[config.mk]
export PLATFORM = sky130hd
export DESIGN_NAME = stable_sorted_priority_queue
export DESIGN_NICKNAME = d
export VERILOG_FILES = /design/src/rtl/core/sspq_pkg.sv /design/src/rtl/core/sspq_cell.sv /design/src/rtl/core/stable_sorted_priority_queue.sv
export SDC_FILE = /design/constraint.sdc
export NUM_CORES = 1
export LEC_CHECK = 0
export BUFFER_PORTS_ARGS = -buffer_cell sky130_fd_sc_hd__buf_2
export CAP_MARGIN = 20
export CORE_MARGIN = 1.5
export CORE_UTILIZATION = 55
export DETAILED_ROUTE_END_ITERATION = 16
export PLACE_DENSITY = 0.77
export SETUP_SLACK_MARGIN = 0.15
export SYNTH_ARGS = -nofsm -noshare
export SYNTH_HDL_FRONTEND = slang
export SYNTH_SLANG_ARGS = --single-unit
[constraint.sdc]
create_clock -name clk -period 6.2 [get_ports clk]
set_clock_uncertainty 0.2 [all_clocks]
set_input_delay 0.31 -clock clk [delete_from_list [all_inputs] [get_ports clk]]
set_output_delay 0.31 -clock clk [all_outputs]
set_load 0.01 [all_outputs]
[src/rtl/core/sspq_pkg.sv]
package sspq_pkg;

  localparam int DEPTH_DEFAULT = 16;
  localparam int ID_W = 16;
  localparam int PRIO_W = 8;

  typedef enum logic [1:0] {
    ST_INSERTED = 2'd0,
    ST_FULL     = 2'd1,
    ST_SERVED   = 2'd2,
    ST_EMPTY    = 2'd3
  } status_t;

  localparam logic CMD_INSERT = 1'b0;
  localparam logic CMD_DRAIN  = 1'b1;

  typedef struct packed {
    logic [ID_W-1:0]   id;
    logic [PRIO_W-1:0] prio;
  } entry_t;

  // Broadcast to every cell in the chain each cycle.
  typedef struct packed {
    logic   insert;
    logic   pop;
    entry_t fresh;
  } cell_ctl_t;

endpackage

[src/rtl/core/sspq_cell.sv]
module sspq_cell (
  input  logic               clk,
  input  sspq_pkg::cell_ctl_t ctl,
  input  logic               occupied,
  input  sspq_pkg::entry_t   left_ent,
  input  logic               left_take,
  input  sspq_pkg::entry_t   right_ent,
  output sspq_pkg::entry_t   ent,
  output logic               take
);
  import sspq_pkg::*;

  entry_t ent_next;

  // New entry lands at or before this slot: empty slot or strictly larger number.
  assign take = !occupied || (ent.prio > ctl.fresh.prio);

  always_comb begin
    ent_next = ent;
    if (ctl.insert && take) begin
      ent_next = left_take ? left_ent : ctl.fresh;
    end else if (ctl.pop) begin
      ent_next = right_ent;
    end
  end

  always_ff @(posedge clk) begin
    ent <= ent_next;
  end

endmodule

[src/rtl/core/stable_sorted_priority_queue.sv]
// Channel  Direction  Handshake           Payload
// in       sink       in_valid/in_stall   command, ticket_id, priority_req
// out      source     out_valid/out_stall status, served_id, served_priority, last
//
// An insert yields one transaction on out. A drain of N entries yields N
// transactions, one per cycle while out does not stall, set by the left shift
// of the cell chain; the in side stalls until the last one is loaded.
// Reset (rst, synchronous) empties the queue and the output register only.
// A stall on out holds the output register and, through it, the in side.
module stable_sorted_priority_queue #(
  parameter int QUEUE_DEPTH = sspq_pkg::DEPTH_DEFAULT
) (
  input  logic                      clk,
  input  logic                      rst,
  input  logic                      in_valid,
  output logic                      in_stall,
  input  logic                      command,
  input  logic [sspq_pkg::ID_W-1:0]   ticket_id,
  input  logic [sspq_pkg::PRIO_W-1:0] priority_req,
  output logic                      out_valid,
  input  logic                      out_stall,
  output logic [1:0]                status,
  output logic [sspq_pkg::ID_W-1:0]   served_id,
  output logic [sspq_pkg::PRIO_W-1:0] served_priority,
  output logic                      last
);
  import sspq_pkg::*;

  localparam int CNT_W = $clog2(QUEUE_DEPTH + 1);

  logic [CNT_W-1:0] fill_count;
  logic             draining;

  cell_ctl_t ctl;
  entry_t    ent       [QUEUE_DEPTH];
  logic      take      [QUEUE_DEPTH];
  entry_t    left_ent  [QUEUE_DEPTH];
  logic      left_take [QUEUE_DEPTH];
  entry_t    right_ent [QUEUE_DEPTH];
  logic      occupied  [QUEUE_DEPTH];

  logic out_load;
  logic accept;
  logic is_full;
  logic is_empty;
  logic do_insert;
  logic pop;

  // Output register frees when empty or being taken this cycle.
  assign out_load  = !out_valid || !out_stall;
  assign in_stall  = draining || !out_load;
  assign accept    = in_valid && !in_stall;
  assign is_full   = (fill_count == CNT_W'(QUEUE_DEPTH));
  assign is_empty  = (fill_count == '0);
  assign do_insert = accept && (command == CMD_INSERT) && !is_full;
  // First pop comes with the drain transaction itself; the rest while draining.
  assign pop = (accept && (command == CMD_DRAIN) && !is_empty) || (draining && out_load);

  assign ctl.insert     = do_insert;
  assign ctl.pop        = pop;
  assign ctl.fresh.id   = ticket_id;
  assign ctl.fresh.prio = priority_req;

  for (genvar i = 0; i < QUEUE_DEPTH; i++) begin : g_chain
    assign occupied[i] = (CNT_W'(i) < fill_count);

    if (i == 0) begin : g_head
      assign left_ent[i]  = '0;
      assign left_take[i] = 1'b0;
    end else begin : g_body
      assign left_ent[i]  = ent[i-1];
      assign left_take[i] = take[i-1];
    end

    if (i == QUEUE_DEPTH - 1) begin : g_tail
      assign right_ent[i] = '0;
    end else begin : g_inner
      assign right_ent[i] = ent[i+1];
    end

    sspq_cell u_cell (
      .clk       (clk),
      .ctl       (ctl),
      .occupied  (occupied[i]),
      .left_ent  (left_ent[i]),
      .left_take (left_take[i]),
      .right_ent (right_ent[i]),
      .ent       (ent[i]),
      .take      (take[i])
    );
  end

  // Track occupancy; insert and pop never fall in the same cycle.
  always_ff @(posedge clk) begin
    if (rst) begin
      fill_count <= '0;
      draining   <= 1'b0;
    end else begin
      if (do_insert) begin
        fill_count <= fill_count + CNT_W'(1);
      end else if (pop) begin
        fill_count <= fill_count - CNT_W'(1);
      end
      if (pop) begin
        draining <= (fill_count != CNT_W'(1));
      end
    end
  end

  always_ff @(posedge clk) begin
    if (rst) begin
      out_valid <= 1'b0;
    end else if (out_load) begin
      out_valid <= accept || draining;
    end
  end

  // Load the result payload; hold it while out stalls.
  always_ff @(posedge clk) begin
    if (out_load) begin
      if (pop) begin
        status          <= ST_SERVED;
        served_id       <= ent[0].id;
        served_priority <= ent[0].prio;
        last            <= (fill_count == CNT_W'(1));
      end else if (accept) begin
        served_id       <= '0;
        served_priority <= '0;
        last            <= 1'b1;
        if (command == CMD_DRAIN) begin
          status <= ST_EMPTY;
        end else if (is_full) begin
          status <= ST_FULL;
        end else begin
          status <= ST_INSERTED;
        end
      end
    end
  end

endmodule
==> Word level (Yosys, flattened, before mapping) <==
Cells that the tools add are included.
{ "word_totals": {"wordCells": 219, "ff_bits": 418, "ram_bits": 0, "input_bits": 29, "latchBits": 0, "rom_bits": 0, "memories": 0} }
{ "op_classes": {"eq_ne": 3, "bitwise": 1, "n_reduce_logical": 84, "n_div": 0, "n_lt_le_gt_ge": 32, "multipliers": 0, "add_sub_neg": 2, "mux": 58, "shifts": 0} }
{ "op_table": {"columns": ["operator", "count"], "rows": [
  ["$mux W24", 47],
  ["$gt A8 B8 Y1", 16],
  ["$lt A4 B5 Y1 const A", 8],
  ["$reduce_bool A2 Y1", 18],
  ["$mux W16", 2],
  ["$logic_and A1 B1 Y1", 22],
  ["$logic_not A1 Y1", 22],
  ["$logic_or A1 B1 Y1", 20],
  ["$lt A3 B5 Y1 const A", 4],
  ["$mux W8", 2],
  ["$lt A1 B5 Y1 const A", 2],
  ["$lt A2 B5 Y1 const A", 2],
  ["$mux W5", 2],
  ["$add A5 B1 Y5 const B", 1],
  ["$eq A5 B1 Y1 const B", 1],
  ["$eq A5 B5 Y1 const B", 1],
  ["$logic_not A5 Y1", 1],
  ["$ne A5 B1 Y1 const B", 1],
  ["$sub A5 B1 Y5 const B", 1],
  ["$mux W2", 2],
  ["$mux W1", 3],
  ["$reduce_and A2 Y1", 1],
  ["$not A1 Y1", 1]
]} }

==> Longest topological paths before layout <==
{ "logic_depth": {"depth_word": 11, "ltp_mapped": 12, "mapped_depth_nobuf": 8} }

==> Cells and area by module <==
Synthesis repeated with hierarchy kept, for this count alone.
{ "hier_totals": {"hier_cells": 2028, "area_unflattened_um2": 27382.5} }
{ "by_module_without_submodules": {"columns": ["module", "cells_per_inst", "seq_area_each_um2", "n_inst", "area_each_um2"], "rows": [
  ["sspq_cell", 118, 720.7, 16, 1609.0],
  ["stable_sorted_priority_queue", 140, 950.9, 1, 1637.8]
]} }

==> Worst setup path after synthesis <==
Ideal clock, no wire load.
{ "synth_timing": {"kind": "input -> register", "startpoint": "in priority_req[7] (netlist name)", "endpoint": "reg g_chain[1].u_cell.ent[0] (netlist name)", "required_time_ps": 5562, "setup_slack_ps": 1563, "path_buffers": 3, "path_stages": 10, "arrival_ps": 3999, "setup_ps": 438, "path_cell_list": "clkbuf_1 clkbuf_1 inv_1 ha_1 nand2_1 o21a_1 o21ai_0 nor2_2 buf_2 o21ai_0"} }
{ "synth_via": {"elab_chain_len": 4} }
{ "synth_lines": {"columns": ["item", "line", "text"], "rows": [
  ["start: declaration", "stable_sorted_priority_queue.sv:19", "input logic [sspq_pkg::PRIO_W-1:0] priority_req,"],
  ["$gt A8 B8 Y1", "sspq_cell.sv:16", "assign take = !occupied || (ent.prio > ctl.fresh.prio);"],
  ["$logic_or A1 B1 Y1", "sspq_cell.sv:16", null],
  ["$logic_and A1 B1 Y1", "sspq_cell.sv:20", "if (ctl.insert && take) begin"],
  ["$reduce_bool A2 Y1 (no line)", null, null]
]} }
No other way between the ends.
A chain may end at the register's enable or synchronous reset.

==> Worst setup path in the final report <==
{ "layout_timing": {"startpoint": "reg fill_count[1]", "endpoint": "reg g_chain[14].u_cell.ent[11] (netlist name)"} }
{ "layout_via": {"elab_chain_len": 5} }
{ "layout_lines": {"columns": ["item", "line", "text"], "rows": [
  ["start: declaration", "stable_sorted_priority_queue.sv:31", "logic [CNT_W-1:0] fill_count;"],
  ["start signal: assignment", "stable_sorted_priority_queue.sv:100", "fill_count <= fill_count + CNT_W'(1);"],
  ["start signal: assignment", "stable_sorted_priority_queue.sv:102", "fill_count <= fill_count - CNT_W'(1);"],
  ["$lt A4 B5 Y1, or another cell as far along", "stable_sorted_priority_queue.sv:65", "assign occupied[i] = (CNT_W'(i) < fill_count);"],
  ["$logic_not A1 Y1, on equally long branches", "sspq_cell.sv:16, stable_sorted_priority_queue.sv:55, stable_sorted_priority_queue.sv:57", null],
  ["$logic_or A1 B1 Y1, or another cell as far along", "sspq_cell.sv:16", null],
  ["$logic_and A1 B1 Y1 / $logic_or A1 B1 Y1 (equally long branches)", "sspq_cell.sv:20, stable_sorted_priority_queue.sv:57", null],
  ["$reduce_bool A2 Y1 (no line) (*)", null, null]
]} }
Mark *: on every way between the ends. The rest lies on a longest branch, timed or not.

==> flow_summary.ini <==
[floorplanning]
design.core.area_sq_um = 42980
die_x_um = 211.4
start_util = 0.5559
die-area_sq_um = 44700
die_h_um = 211.4
io_pins = 58
num_rows = 76

[setup_path]
cp_num_cells = 7
crit_arrival_ns = 3.99
path_buf_inv = 2
max_stage_delay_ns = 0.92
crit_type = reg2reg
cp.required_ns = 6.20
cp_max_fo = 25
slowest_stage = a21oi_4
rr_worst_depth = 7
cp-start-kind = register
worst_path_dominant_cell_family = simple AND/OR/NAND/NOR gates
reg2reg_slack_ns = 2.21
path_cells = inv_1, ha_1, nor4bb_2, or4b_1, a21oi_4, nand2b_1, buf_4
cp-end-kind = register

[place]
io_buffer_count = 57
dpl_worst_slack_ns = 1.649
dpl.hpwl_um = 40820
place_inst = 2661
gp_congestion = 0.8836

[sta]
finalHoldViolations = 0
tightest_slew_ns = 1.083
clock.fmax_ghz = 0.2509
rsz0062_at_grt = false
period_share = 0.6429
maxSlewViolCount = 0
period_needed_ns = 3.986
report.final.setup_viol = 0
setup_tns_ns = 0
maxSlewHeadroom = 0.2763
setup_slack_ns = 2.214

[route]
routed_wirelength_um = 58110
first_pass_iters = 5
wl_per_cell_um = 21.11
drc_errors = 0
drtIter0Drc = 1295
via_per_inst = 6.184
drtAntennaViolNets = 0
vias = 17030

[logic_synthesis]
muxShareOfSynthArea = 0.1641
synth_cells = 2125
synth_top_family_by_area = multiplexers
synthesis.nets = 2286
postSynth.asyncResetShare = 0
yosysUniqueCellTypes = 56
ys_ff_latch = 418
yosys_warnings = 0
yosys.area.top_type_share = 0.5165
synth_top_cell_by_area = edfxtp_1
yosys-top-cells-count = edfxtp_1, mux2i_1, o21ai_0
synthSimpleGateAreaFrac = 0.09410
synthFlopType = edfxtp_1
yosys-top-cells-area = edfxtp_1, mux2i_1, ha_1, o21ai_0, nand2_1
synth_most_common_cell = edfxtp_1
ys_seq_area_frac = 0.5224
syn_area_per_cell_sq_um = 11.24
syn_area_sq_um = 23890
synth-edff-count = 411
synth_xor_area_frac = 0.001466
synth_compound_area_frac = 0.1167
synthAdderAreaFrac = 0.06912

[clocking]
root_buffer = clkbuf_16
cts.sinks = 418
cts_buffer_depth = 3
clkLatencyLatePin_ns = 0.56
tritoncts = yes
clk_pin_slew_worst_paths_ns = 0.06
cts_setup_buffers = 0
h-tree-depth = 2
cts_buffers = 44

[layout]
final_cells = 2753
fillers = 3402
area_delta_synth_final_pct = 11.05
drive_gt1_frac = 0.1186
fin_nets = 2295

[power]
power_density_nw_per_um2 = 580.3
peakVddDrop_v = 0.0002867
power_leakage_uw = 0.01008

[grt]
globalRouteTotalUtil = 0.2611
grt_pass1_vias = 17610
antenna_found_initial = 1
grt_pass1_wl_um = 92740
grt_overflow = 0
grt_max_degree = 50

[hold_path]
holdCritPathClass = in2reg
min_delay_path_depth = 3

[run]
max-cap-violations = 0

[run_status]
run_status = finished, final reports clean
-- where the power goes --
part	switching, uW	internal, uW
clock network	1110	1620
registers	988	5330
logic	3790	2560
total	5880	9510
-- registers in the layout, summed over array words and instances (netlist names) --
name	flops
g_chain.u_cell.ent	384
served_id	16
served_priority	8
fill_count	5
status	2
draining	1
last	1
out_valid	1
-- cell families after synthesis --
group,Yosys count
compound gates,513
mux,383
xor+xnor,4
fa+ha+maj,132
buf+inv,177
simple gates,498
flops,418
-- metal layers --
layer | share of wire | wire, um | track usage | up-vias
met4 | 0.025 | 1461 | 0.09089 | 0
met3 | 0.053 | 3101 | 0.03204 | 103
met1 | 0.41 | 24110 | 0.3370 | 8467
met2 | 0.51 | 29430 | 0.4543 | 522
met5 | 0 | 0 | 0 | -
li1 | - | - | - | 7933
-- cell type report --
cell class / count / area [sq um] / share of cell area
multi-input combinational: 1530 / 10840 / 0.4086
clock inverter: 26 / 304.0 / 0.01146
antenna: 1 / 2.502 / 0.00009431
tap: 585 / 732.0 / 0.02759
timing repair buffer: 114 / 918.4 / 0.03461
inverter: 26 / 97.59 / 0.003678
clock buffer: 53 / 1156 / 0.04357
sequential: 418 / 12480 / 0.4704
-- final timing paths --
path                                   start                    endpoint
setup / recovery               fill_count[1]  g_chain[14].u_cell.ent[11]
hold / removal                 ticket_id[14]  g_chain[15].u_cell.ent[22]
setup reg to reg               fill_count[1]  g_chain[14].u_cell.ent[11]
hold reg to reg   g_chain[15].u_cell.ent[13]  g_chain[14].u_cell.ent[13]
-- metrics by stage --
step           cell area (sq um)  total power, uW  hold WS, ns  utilization
6_report                   26530            15400       0.1090       0.6173
5_1_grt                    26530            16360      0.09839       0.6173
4_1_cts                    26340            15260      0.08926       0.6129
3_5_place_dp               24840            12490       0.3424       0.5780
3_3_place_gp               24750            12090       0.3316       0.5757
2_1_floorplan              23890            10490       0.1791            -
-- layout by cell type (no fill, tap or decap), types with 11 or more instances in the layout --
cell,instances
edfxtp_1,411
mux2i_1,313
o21ai_0,258
nand2_1,248
a21oi_1,176
ha_1,132
nor2_1,113
buf_2,57
mux2_2,51
clkbuf_16,45
buf_4,41
nand4_1,27
inv_1,26
nand3_1,26
nor2b_1,24
and2_1,23
mux2_1,19
o211ai_1,16
o21a_1,11
-- worst min-delay path, cell delays in order --
cell	delay [ns]
buf_2	0.21
nand3_1	0.12
a21oi_1	0.06
-- repair_timing --
action	in CTS	in global routing
hold buffers	4	0
endpoints found under the hold margin	8	0
setup endpoints to repair	0	0
resized for setup	0	0
Note: power is estimated with default switching activity, not from simulation.
